===== src/sv/smf_pkg.sv =====
`timescale 1ns / 1ps
package smf_pkg;

    localparam int HISTORY_DEPTH  = 256;
    localparam int LOW_TAPS       = 125;
    localparam int HIGH_TAPS      = 33;
    localparam int TAP_TABLE_SIZE = 128;
    localparam int LP_DEFINED     = 125;
    localparam int HP_DEFINED     = 33;

    localparam int HIST_AW = $clog2(HISTORY_DEPTH);
    localparam int TAP_W   = $clog2(TAP_TABLE_SIZE);

    localparam logic [TAP_W-1:0] LOW_LAST  = TAP_W'(LOW_TAPS - 1);
    localparam logic [TAP_W-1:0] HIGH_LAST = TAP_W'(HIGH_TAPS - 1);

    typedef logic signed [15:0] sample_t;
    typedef logic signed [15:0] coef_t;
    typedef logic signed [31:0] acc_t;
    typedef logic [HIST_AW-1:0] hist_addr_t;
    typedef logic [TAP_W-1:0]   tap_idx_t;

    typedef enum logic [1:0] {
        ST_IDLE,
        ST_RUN,
        ST_DRAIN
    } state_t;

    typedef struct packed {
        logic     capture;
        logic     issue;
        tap_idx_t tap;
        logic     load_out;
    } cmd_t;

    typedef struct packed {
        logic expect_left;
        logic use_low;
        logic pipe_busy;
    } status_t;

    localparam coef_t LP_COEF [LP_DEFINED] = '{
        -16'sd2, -16'sd1, 16'sd0, 16'sd0, 16'sd2, 16'sd3, 16'sd6, 16'sd8, 16'sd11, 16'sd14,
        16'sd17, 16'sd19, 16'sd19, 16'sd18, 16'sd14, 16'sd8, 16'sd0, -16'sd11, -16'sd23,
        -16'sd36, -16'sd49, -16'sd61, -16'sd69, -16'sd73, -16'sd70, -16'sd61, -16'sd45,
        -16'sd21, 16'sd10, 16'sd46, 16'sd84, 16'sd123, 16'sd157, 16'sd184, 16'sd199,
        16'sd199, 16'sd182, 16'sd146, 16'sd90, 16'sd17, -16'sd71, -16'sd168, -16'sd267,
        -16'sd360, -16'sd438, -16'sd492, -16'sd513, -16'sd492, -16'sd424, -16'sd305,
        -16'sd132, 16'sd91, 16'sd360, 16'sd666, 16'sd998, 16'sd1343, 16'sd1686, 16'sd2010,
        16'sd2302, 16'sd2545, 16'sd2728, 16'sd2842, 16'sd2880, 16'sd2842, 16'sd2728,
        16'sd2545, 16'sd2302, 16'sd2010, 16'sd1686, 16'sd1343, 16'sd998, 16'sd666,
        16'sd360, 16'sd91, -16'sd132, -16'sd305, -16'sd424, -16'sd492, -16'sd513,
        -16'sd492, -16'sd438, -16'sd360, -16'sd267, -16'sd168, -16'sd71, 16'sd17, 16'sd90,
        16'sd146, 16'sd182, 16'sd199, 16'sd199, 16'sd184, 16'sd157, 16'sd123, 16'sd84,
        16'sd46, 16'sd10, -16'sd21, -16'sd45, -16'sd61, -16'sd70, -16'sd73, -16'sd69,
        -16'sd61, -16'sd49, -16'sd36, -16'sd23, -16'sd11, 16'sd0, 16'sd8, 16'sd14, 16'sd18,
        16'sd19, 16'sd19, 16'sd17, 16'sd14, 16'sd11, 16'sd8, 16'sd6, 16'sd3, 16'sd2,
        16'sd0, 16'sd0, -16'sd1, -16'sd2
    };

    localparam coef_t HP_COEF [HP_DEFINED] = '{
        -16'sd1043, 16'sd210, 16'sd320, 16'sd472, 16'sd620, 16'sd713, 16'sd698, 16'sd534,
        16'sd198, -16'sd311, -16'sd967, -16'sd1719, -16'sd2494, -16'sd3215, -16'sd3800,
        -16'sd4181, 16'sd28455, -16'sd4181, -16'sd3800, -16'sd3215, -16'sd2494,
        -16'sd1719, -16'sd967, -16'sd311, 16'sd198, 16'sd534, 16'sd698, 16'sd713,
        16'sd620, 16'sd472, 16'sd320, 16'sd210, -16'sd1043
    };

    function automatic coef_t lp_coef(input tap_idx_t idx);
        coef_t c;
        c = '0;
        if (int'(idx) < LP_DEFINED)
        begin
            c = LP_COEF[int'(idx)];
        end
        return c;
    endfunction

    function automatic coef_t hp_coef(input tap_idx_t idx);
        coef_t c;
        c = '0;
        if (int'(idx) < HP_DEFINED)
        begin
            c = HP_COEF[int'(idx)];
        end
        return c;
    endfunction

endpackage


===== src/sv/smf_in_if.sv =====
`timescale 1ns / 1ps
interface smf_in_if;
    logic            valid;
    logic            ready;
    smf_pkg::sample_t sample;
    logic            use_low_pass;

    modport source (output valid, output sample, output use_low_pass, input ready);
    modport sink   (input valid, input sample, input use_low_pass, output ready);
endinterface


===== src/sv/smf_out_if.sv =====
`timescale 1ns / 1ps
interface smf_out_if;
    logic          valid;
    logic          ready;
    smf_pkg::acc_t filtered;

    modport source (output valid, output filtered, input ready);
    modport sink   (input valid, input filtered, output ready);
endinterface


===== src/sv/smf_ctrl.sv =====
`timescale 1ns / 1ps
module smf_ctrl (
    input  logic             clk,
    input  logic             rst_n,
    input  logic             in_valid,
    output logic             in_ready,
    input  logic             out_ready,
    output logic             out_valid,
    input  smf_pkg::status_t status,
    output smf_pkg::cmd_t    cmd
);

    smf_pkg::state_t   state_reg, state_next;
    smf_pkg::tap_idx_t cnt_reg, cnt_next;
    logic              out_valid_reg, out_valid_next;
    smf_pkg::tap_idx_t last_tap;
    logic              out_free;

    assign last_tap = status.use_low ? smf_pkg::LOW_LAST : smf_pkg::HIGH_LAST;
    assign out_free = !out_valid_reg || out_ready;

    always_ff @(posedge clk or negedge rst_n)
    begin
        if (!rst_n)
        begin
            state_reg     <= smf_pkg::ST_IDLE;
            cnt_reg       <= '0;
            out_valid_reg <= 1'b0;
        end
        else
        begin
            state_reg     <= state_next;
            cnt_reg       <= cnt_next;
            out_valid_reg <= out_valid_next;
        end
    end

    // next state
    always_comb
    begin
        state_next = state_reg;
        cnt_next   = '0;
        unique case (state_reg)
            smf_pkg::ST_IDLE:
            begin
                if (in_valid && !status.expect_left)
                begin
                    state_next = smf_pkg::ST_RUN;
                end
            end
            smf_pkg::ST_RUN:
            begin
                cnt_next = cnt_reg + 1'b1;
                if (cnt_reg == last_tap)
                begin
                    state_next = smf_pkg::ST_DRAIN;
                    cnt_next   = '0;
                end
            end
            smf_pkg::ST_DRAIN:
            begin
                if (!status.pipe_busy && out_free)
                begin
                    state_next = smf_pkg::ST_IDLE;
                end
            end
            default:
            begin
                state_next = smf_pkg::ST_IDLE;
            end
        endcase
    end

    // outputs
    always_comb
    begin
        in_ready     = 1'b0;
        cmd.capture  = 1'b0;
        cmd.issue    = 1'b0;
        cmd.tap      = cnt_reg;
        cmd.load_out = 1'b0;
        unique case (state_reg)
            smf_pkg::ST_IDLE:
            begin
                in_ready    = 1'b1;
                cmd.capture = in_valid;
            end
            smf_pkg::ST_RUN:
            begin
                cmd.issue = 1'b1;
            end
            smf_pkg::ST_DRAIN:
            begin
                cmd.load_out = !status.pipe_busy && out_free;
            end
            default:
            begin
                in_ready = 1'b0;
            end
        endcase
    end

    always_comb
    begin
        out_valid_next = out_valid_reg;
        if (cmd.load_out)
        begin
            out_valid_next = 1'b1;
        end
        else if (out_ready)
        begin
            out_valid_next = 1'b0;
        end
    end

    assign out_valid = out_valid_reg;

endmodule


===== src/sv/smf_datapath.sv =====
`timescale 1ns / 1ps
module smf_datapath (
    input  logic              clk,
    input  logic              rst_n,
    input  smf_pkg::cmd_t     cmd,
    input  smf_pkg::sample_t  sample,
    input  logic              use_low_pass,
    output smf_pkg::status_t  status,
    output smf_pkg::acc_t     filtered
);

    localparam int FILL_W = smf_pkg::HIST_AW + 1;
    localparam logic [FILL_W-1:0] FILL_MAX = FILL_W'(smf_pkg::HISTORY_DEPTH);
    localparam logic [FILL_W-1:0] DEPTH_W  = FILL_W'(smf_pkg::HISTORY_DEPTH);
    localparam smf_pkg::hist_addr_t WP_LAST =
        smf_pkg::HIST_AW'(smf_pkg::HISTORY_DEPTH - 1);

    smf_pkg::sample_t history [smf_pkg::HISTORY_DEPTH];

    logic                expect_left_reg, expect_left_next;
    smf_pkg::sample_t    held_reg, held_next;
    smf_pkg::hist_addr_t wp_reg, wp_next;
    logic [FILL_W-1:0]   fill_reg, fill_next;
    smf_pkg::hist_addr_t newest_reg, newest_next;
    logic                sel_reg, sel_next;
    logic                v1_reg, v2_reg;
    logic                hit1_reg;

    smf_pkg::sample_t    rd_data_reg;
    smf_pkg::coef_t      coef_reg;
    smf_pkg::acc_t       prod_reg;
    smf_pkg::acc_t       acc_reg;
    smf_pkg::acc_t       filtered_reg;

    smf_pkg::sample_t    half;
    smf_pkg::sample_t    mono;
    logic                write_mono;
    logic [FILL_W-1:0]   diff;
    smf_pkg::hist_addr_t rd_addr;
    logic                hit;
    smf_pkg::coef_t      coef;

    assign half       = sample >>> 1;
    assign mono       = held_reg + half;
    assign write_mono = cmd.capture && !expect_left_reg;

    // tap i reads the slot i places behind the newest sample
    always_comb
    begin
        diff = {1'b0, newest_reg} - FILL_W'(cmd.tap);
        if (diff[FILL_W-1])
        begin
            diff = diff + DEPTH_W;
        end
        rd_addr = diff[smf_pkg::HIST_AW-1:0];
    end

    assign hit  = FILL_W'(cmd.tap) < fill_reg;
    assign coef = sel_reg ? smf_pkg::lp_coef(cmd.tap) : smf_pkg::hp_coef(cmd.tap);

    always_comb
    begin
        expect_left_next = expect_left_reg;
        held_next        = held_reg;
        wp_next          = wp_reg;
        fill_next        = fill_reg;
        newest_next      = newest_reg;
        sel_next         = sel_reg;
        if (cmd.capture)
        begin
            if (expect_left_reg)
            begin
                held_next        = half;
                expect_left_next = 1'b0;
            end
            else
            begin
                expect_left_next = 1'b1;
                newest_next      = wp_reg;
                sel_next         = use_low_pass;
                wp_next          = (wp_reg == WP_LAST) ? '0 : wp_reg + 1'b1;
                if (fill_reg != FILL_MAX)
                begin
                    fill_next = fill_reg + 1'b1;
                end
            end
        end
    end

    always_ff @(posedge clk or negedge rst_n)
    begin
        if (!rst_n)
        begin
            expect_left_reg <= 1'b1;
            held_reg        <= '0;
            wp_reg          <= '0;
            fill_reg        <= '0;
            newest_reg      <= '0;
            sel_reg         <= 1'b0;
            v1_reg          <= 1'b0;
            v2_reg          <= 1'b0;
        end
        else
        begin
            expect_left_reg <= expect_left_next;
            held_reg        <= held_next;
            wp_reg          <= wp_next;
            fill_reg        <= fill_next;
            newest_reg      <= newest_next;
            sel_reg         <= sel_next;
            v1_reg          <= cmd.issue;
            v2_reg          <= v1_reg;
        end
    end

    // history memory
    always_ff @(posedge clk)
    begin
        if (write_mono)
        begin
            history[wp_reg] <= mono;
        end
        rd_data_reg <= history[rd_addr];
    end

    // multiply-accumulate pipeline
    always_ff @(posedge clk)
    begin
        coef_reg <= coef;
        hit1_reg <= hit;
        prod_reg <= hit1_reg ?
                    (smf_pkg::acc_t'(rd_data_reg) * smf_pkg::acc_t'(coef_reg)) : '0;
        if (write_mono)
        begin
            acc_reg <= '0;
        end
        else if (v2_reg)
        begin
            acc_reg <= acc_reg + prod_reg;
        end
        if (cmd.load_out)
        begin
            filtered_reg <= acc_reg;
        end
    end

    assign status.expect_left = expect_left_reg;
    assign status.use_low     = sel_reg;
    assign status.pipe_busy   = v1_reg || v2_reg;
    assign filtered           = filtered_reg;

endmodule


===== src/sv/stereo_mono_fir_filter.sv =====
`timescale 1ns / 1ps
// Stereo to mono FIR filter. Samples arrive left then right; each is halved by
// an arithmetic shift and the pair is summed into a mono sample that enters a
// 256-entry history (zero after reset, tracked by a fill count, so no clearing
// pass). A right sample starts one multiply-accumulate unit that walks 125
// low-pass or 33 high-pass taps, tap 0 on the newest sample, one tap per cycle
// through the single history read port; the 32-bit wrapping sum is emitted as
// one output transaction. A left sample gives no output; after a right sample
// the input is held off while the taps are walked and the pipeline drains,
// longer only while an earlier result still waits on the output register.
module stereo_mono_fir_filter (
    input  logic      clk,
    input  logic      rst_n,
    smf_in_if.sink    din,
    smf_out_if.source dout
);

    smf_pkg::cmd_t    cmd;
    smf_pkg::status_t status;

    smf_ctrl u_ctrl (
        .clk       (clk),
        .rst_n     (rst_n),
        .in_valid  (din.valid),
        .in_ready  (din.ready),
        .out_ready (dout.ready),
        .out_valid (dout.valid),
        .status    (status),
        .cmd       (cmd)
    );

    smf_datapath u_datapath (
        .clk          (clk),
        .rst_n        (rst_n),
        .cmd          (cmd),
        .sample       (din.sample),
        .use_low_pass (din.use_low_pass),
        .status       (status),
        .filtered     (dout.filtered)
    );

endmodule

===== src/flat_wrapper.sv =====
// flat-port wrapper written by rule: the top's interface ports become plain ports
module stereo_mono_fir_filter_flat 
  (clk, rst_n, din_valid, din_sample, din_use_low_pass, din_ready, dout_valid, dout_filtered, dout_ready);
  smf_in_if din_i ();
  smf_out_if dout_i ();
  input  logic clk;
  input  logic rst_n;
  input wire logic [$bits(din_i.valid)-1:0] din_valid;
  input wire logic [$bits(din_i.sample)-1:0] din_sample;
  input wire logic [$bits(din_i.use_low_pass)-1:0] din_use_low_pass;
  output wire logic [$bits(din_i.ready)-1:0] din_ready;
  output wire logic [$bits(dout_i.valid)-1:0] dout_valid;
  output wire logic [$bits(dout_i.filtered)-1:0] dout_filtered;
  input wire logic [$bits(dout_i.ready)-1:0] dout_ready;
  assign din_i.valid = din_valid;
  assign din_i.sample = din_sample;
  assign din_i.use_low_pass = din_use_low_pass;
  assign din_ready = din_i.ready;
  assign dout_valid = dout_i.valid;
  assign dout_filtered = dout_i.filtered;
  assign dout_i.ready = dout_ready;
  stereo_mono_fir_filter u_core (.clk(clk), .rst_n(rst_n), .din(din_i), .dout(dout_i));
endmodule

===== config.mk =====
export PLATFORM = sky130hd
export DESIGN_NAME = stereo_mono_fir_filter_flat
export DESIGN_NICKNAME = d
export VERILOG_FILES = /design/src/sv/smf_pkg.sv /design/src/sv/smf_in_if.sv /design/src/sv/smf_out_if.sv /design/src/sv/smf_ctrl.sv /design/src/sv/smf_datapath.sv /design/src/sv/stereo_mono_fir_filter.sv /design/src/flat_wrapper.sv
export SDC_FILE = /design/constraint.sdc
export NUM_CORES = 2
export LEC_CHECK = 0
export BUFFER_PORTS_ARGS = -buffer_cell sky130_fd_sc_hd__clkbuf_2
export CORE_ASPECT_RATIO = 0.75
export CORE_UTILIZATION = 53
export CTS_BUF_LIST = sky130_fd_sc_hd__clkbuf_16
export DETAILED_ROUTE_END_ITERATION = 12
export GPL_TIMING_DRIVEN = 1
export PLACE_DENSITY = 0.65
export SKIP_LAST_GASP = 1
export SLEW_MARGIN = 15
export SYNTH_ARGS = -nofsm -noshare
export SYNTH_HDL_FRONTEND = slang
export SYNTH_HIERARCHICAL = 1
export SYNTH_SLANG_ARGS = --single-unit

===== constraint.sdc =====
create_clock -name clk -period 26.9 [get_ports clk]
set_input_delay 1.345 -clock clk [delete_from_list [all_inputs] [get_ports clk]]
set_output_delay 1.345 -clock clk [all_outputs]
set_load 0.03 [all_outputs]

# [Word-level counts from Yosys, hierarchy flattened]
# Memory sizes are Yosys's and may differ from the RTL's. A register that Yosys moved wholly into a read port is not among the register bits.
# Index checks and enable logic that the tools add are counted.
# Widths: inputs -> output; s select.
[totals] ram_bits=4096 word_cells=81 regBits=167 mem_count=3 mem_bits_ro=3072 out_inout_bits=34
[mem_list] name="u_core.u_datapath.history" depth=256 width=16 read_ports=1 rd_ports_with_merged_regs=1 write_ports=1 line_no="smf_datapath.sv:18" text="smf_pkg::sample_t history [smf_pkg::HISTORY_DEPTH];"
[mem_list] name="(no name shown)" depth=128 width=16 read_ports=1 rd_ports_with_merged_regs=0 write_ports=0 line_no="smf_pkg.sv:74" text="c = LP_COEF[int'(idx)];"
[mem_list] name="(no name shown)" depth=64 width=16 read_ports=1 rd_ports_with_merged_regs=0 write_ports=0 line_no="smf_pkg.sv:84" text="c = HP_COEF[int'(idx)];"
[classes] eq_ne=8 n_addsub=7 n_reduce_logical=14 n_lt_le_gt_ge=5 multipliers=1 muxes=25 bitwise=2
[ops] operator="$mux 16" n=7
[ops] operator="$add 32x32->32" n=1
[ops] operator="$ge 32x7->1 const B" n=1
[ops] operator="$ge 32x8->1 const B" n=1
[ops] operator="$mul 16x16->32" n=1
[ops] operator="$not 7->32" n=1
[ops] operator="$mux 7" n=3
[ops] operator="$add 15x15->16" n=1
[ops] operator="$add 8x1->8 const B" n=2
[ops] operator="$mux 8" n=2
[ops] operator="$add 9x1->9 const B" n=1
[ops] operator="$lt 7x9->1" n=1
[ops] operator="$mux 1" n=9
[ops] operator="$ne 9x9->1 const B" n=1
[ops] operator="$sub 8x7->9" n=1
[ops] operator="$eq 8x8->1 const B" n=1
[ops] operator="$add 7x1->7 const B" n=1
[ops] operator="$eq 7x7->1" n=1
[ops] operator="$lt 7x6->1 const B" n=1
[ops] operator="$lt 7x7->1 const B" n=1
[ops] operator="$mux 2" n=3
[ops] operator="$ne 2x2->1 const B" n=3
[ops] operator="$pmux 2 s3" n=1
[ops] operator="$reduce_and 3->1" n=2
[ops] operator="9 further kinds" n=15

# [Longest topological paths before layout]
[logic_depth] depth_word=6 ltp_mapped=25

# [Hierarchy]
# Netlist, hierarchy kept.
[by_module_without_submodules] module="smf_datapath" cells_per_inst=8586 seq_area_each_um2=126983.0 n_inst=1 area_each_um2=176877.1
[by_module_without_submodules] module="smf_ctrl" cells_per_inst=51 seq_area_each_um2=250.2 n_inst=1 area_each_um2=509.2

# [Worst setup path after synthesis]
# Ideal clock, no wire load.
[synth_timing] path_kind="input to register" startpoint="input port din_sample[1]" endpoint="memory u_core/u_datapath/history[0][12] (netlist name) (data pin)" path_buffers=0 path_stages=12 setup_slack_ns=14.913 t_arrival_ns=10.331 path_cell_list="ha_1 > inv_1 > fa_1 > nor2b_1 > o21ai_0 > a21boi_0 > o21ai_0 > a21boi_0 > o21ai_0 > a21oi_1 > o21ai_0 > xnor2_1"
[synth_between] elab_chain_cells=1
[synth_lines] element="start, declared" line_no="flat_wrapper.sv:9" text="input wire logic [$bits(din_i.sample)-1:0] din_sample;"
[synth_lines] element="$add 15x15->16" line_no="smf_datapath.sv:44" text="assign mono = held_reg + half;"
[synth_lines] element="net u_core.u_datapath.mono[12]" line_no="smf_datapath.sv:36" text="smf_pkg::sample_t mono;"
[synth_lines] element="end, declared" line_no="smf_datapath.sv:18"
# The timed path passes the listed nets, and every way through them passes these cells.

# [Final worst setup path]
[layout_timing] startpoint="register u_core.u_ctrl.cnt_reg[1]" endpoint="register u_core.u_datapath.rd_data_reg[3] (read register of u_core.u_datapath.history)"
[layout_between] elab_chain_cells=3
[layout_lines] element="start, declared" line_no="smf_ctrl.sv:14" text="smf_pkg::tap_idx_t cnt_reg, cnt_next;"
[layout_lines] element="start signal, assigned" line_no="smf_ctrl.sv:33" text="cnt_reg <= cnt_next;"
[layout_lines] element="$sub 8x7->9 (*)" line_no="smf_datapath.sv:50" text="diff = {1'b0, newest_reg} - FILL_W'(cmd.tap);"
[layout_lines] element="$add 8x1->8" line_no="smf_datapath.sv:53" text="diff = diff + DEPTH_W;"
[layout_lines] element="$mux 8 (*)" line_no="smf_datapath.sv:51" text="if (diff[FILL_W-1])"
[layout_lines] element="end, declared" line_no="smf_datapath.sv:29" text="smf_pkg::sample_t rd_data_reg;"
# Mark *: on every way between the ends. The rest lies on a longest branch, timed or not.
# A chain may end at the register's enable or synchronous reset.

==> Implementation_results.wiki <==
{| class="wikitable"
! Metric !! Value
|-
| Outcome || finished, final reports clean
|-
| Clock Pin Slew Worst Setup and Hold Paths || 0.06 ns
|-
| Cell type contributing the most total cell area after synthesis || edfxtp_1
|-
| HPWL Detailed || 253 mm
|-
| Antenna viol nets, final || 0
|-
| Synthesized net count || 9088
|-
| Share of the synthesized area in the top cell type || 0.699
|-
| Routed length on met1 || 184 mm
|-
| Post-synthesis sequential element count || 4278
|-
| Maximum fanout count along the critical path || 55
|-
| Routed WL per cell || 31.6 um
|-
| Highest metal layer with signal wires || met5
|-
| Gate Count Post-Synth || 8637
|-
| Hold_buf cts || 0
|-
| Final-report max-slew violation count || 0
|-
| GR Util All Layers || 0.260
|-
| Synth Cell Area || 0.177 mm2
|-
| Unrepaired setup endpoints after global routing || no
|-
| Final WL || 437 mm
|-
| Time the final worst path needs with I/O delays and setup || 8.51 ns
|-
| Nets || 9474
|-
| Max-Cap Viols || 0
|-
| Iteration-0 DRC Markers || 10700
|-
| Number of setup buffers added after CTS || 0
|-
| Root Driver || clkbuf_16
|-
| Met3 WL post-DR || 44.7 mm
|-
| Dpl cell area || 0.185 mm2
|-
| Number of synthesis warnings || 6
|-
| Worst-Margin Slew || 1.36 ns
|-
| Setup CP Type || flip-flop to flip-flop
|-
| Ratio of cells with drive above 1 in the final layout || 0.261
|-
| # IOs || 55
|-
| Dominant synthesized flop cell || edfxtp_1
|-
| GR Overflow Total || 0
|-
| Synth unique cells || 76
|-
| DIE WIDTH || 670 um
|-
| DRC errors left || 0
|-
| Die outline area || 0.337 mm2
|-
| Proportion of register bits with asynchronous set or reset after synthesis || 0.0126
|-
| Routed wl met2 || 196 mm
|-
| Pin count of the biggest net entering global routing || 254
|-
| Post-synth EDFFs || 4128
|-
| Synth area leaders || edfxtp_1, mux4_2, fa_1, ha_1, dfxtp_1
|-
| Sequential-to-total area share from yosys stat || 0.717
|-
| Resized Gates After CTS || 0
|-
| Maximum root-to-sink buffer count || 4
|-
| Insertion delay to the later sink of the worst-skew pair || 0.93 ns
|-
| Router iterations before antenna repair || 5
|-
| Vias after detailed routing || 87600
|-
| Type of origin of the critical path || flip-flop
|-
| Max Clock Freq || 117 MHz
|-
| # rows || 183
|-
| Critical Path Sink Type || flip-flop
|-
| Hold slack || 0.363 ns
|-
| Placeable core region || 0.332 mm2
|-
| Class of the most critical hold timing path || flip-flop to flip-flop
|-
| Final standard cell area without fillers || 0.198 mm2
|-
| Die Y || 503 um
|-
| Area growth from synthesis to final layout || 11.6%
|-
| Data arrival time of the critical path || 9.30 ns
|-
| I/O Buffers || 53
|-
| Slew HR || 0.0930
|-
| Total clock buffers created by CTS || 402
|-
| Fin crit share || 0.316
|-
| Initial antenna violation count || 27
|-
| Number of global-route vias before repair || 87600
|-
| Effective utilization at floorplan || 0.534
|-
| Accumulated negative setup slack || 0 ns
|-
| Final Hold Vio Count || 0
|-
| First-pass GRT wire length || 629 mm
|-
| Register name with the most flops || u_core/u_datapath/history
|-
| # H-tree levels || 5
|-
| TritonCTS clock tree || done
|-
| Number of flip-flops in the largest register || 4096
|-
| Final count of negative-setup-slack endpoints || 0
|-
| Required time reported for the critical path endpoint || 27.69 ns
|-
| Synthesized area per cell || 20.5 um2
|-
| Number of sinks handled by clock tree synthesis || 4278
|-
| Worst-case clock skew || 0.0455 ns
|-
| Vias per cell || 6.34
|-
| Routability-driven placement congestion ratio || 0.855
|}
[layer usage]
layer	vias to the layer above	track usage
met5	-	0
met4	2	0.0716
met3	616	0.0574
met2	4089	0.387
met1	47100	0.394
li1	35800	-
[worst max-delay path, cell delays in order (launching register included)]
cell	delay (ns)
dfrtp_1	0.32
buf_4	0.33
clkinv_1	0.65
fa_4	1.37
buf_4	0.64
buf_4	0.72
buf_4	0.72
buf_4	0.77
mux4_2	0.42
mux4_2	0.58
a211oi_1	0.72
a21oi_1	0.39
mux4_2	0.55
[path summary, 6_finish.rpt]
kind | slack [ns] | depth (start not counted) | to | start
worst min register to register | 0.36 | 0 | u_core/u_datapath/v2_reg | u_core/u_datapath/v1_reg
max in group asynchronous | 25.69 | 1 | u_core/u_ctrl/cnt_reg[2] | rst_n
min in group asynchronous | 0.54 | 1 | u_core/u_datapath/held_reg[11] | rst_n
worst max register to register | 18.39 | 12 | u_core/u_datapath/rd_data_reg[3] | u_core/u_ctrl/cnt_reg[1]
worst max-delay path | 18.39 | 12 | u_core/u_datapath/rd_data_reg[3] | u_core/u_ctrl/cnt_reg[1]
worst min-delay path | 0.36 | 0 | u_core/u_datapath/v2_reg | u_core/u_datapath/v1_reg
[final cells by class]
cell class	count	area, um2
repair buffers	453	3560
diodes	10	25.0
multi-input cells	3553	47300
clock inverters	322	2690
inverters	335	1260
flip-flops and latches	4278	127000
well taps	4440	5560
clock buffers	412	10300
fillers	23400	134000
[through the flow]
stage | cells | worst slack [ns] | utilization
after floorplan | 8637 | 14.91 | -
after global placement | 13100 | 18.47 | 0.556
after detailed placement | 13100 | 18.45 | 0.556
after CTS | 13800 | 18.41 | 0.595
after global routing | 13800 | 18.25 | 0.596
final | 13800 | 18.39 | 0.596
[layout by cell type (no fill, tap or decap), types with 54 or more instances in the layout]
cell type	netlist	routed
mux4_2	1297	1297
a21oi_1	207	206
and2_1	144	144
fa_1	259	258
a211oi_1	86	84
clkbuf_16	0	412
edfxtp_1	4128	4128
mux2i_1	86	85
inv_1	331	387
ha_1	171	169
buf_4	20	378
dfxtp_1	96	96
o21ai_0	115	115
nor2b_1	91	90
nand2_1	266	266
xnor2_1	68	54
clkinv_1	3	102
clkinv_2	0	84
nor2_1	396	357
[synth_stat cells (all sizes together), types with 17 or more instances]
library cell,instances
xor2,24
nand2,266
o21ai,117
a21oi,207
clkbuf,290
edfxtp,4128
and2,144
a21o,24
nand3,56
fa,259
inv,332
nand2b,17
nor2,396
dfxtp,96
dfrtp,53
mux2i,86
o211ai,17
a211oi,87
buf,181
ha,171
xnor2,68
nor3,30
nor2b,91
mux4,1297
[cell families after synthesis]
logic type / count (synthesis) / synth area share
mux: 1398 / 0.170
fa+ha+maj: 430 / 0.0413
xor+xnor: 92 / 0.00454
flops: 4278 / 0.717
simple gates: 1055 / 0.0275
buf+inv: 806 / 0.0186
compound gates: 578 / 0.0203
Power is left out: the tool's default activity adds up to more than one toggle a clock period on the data nets, which glitch-free logic cannot reach.
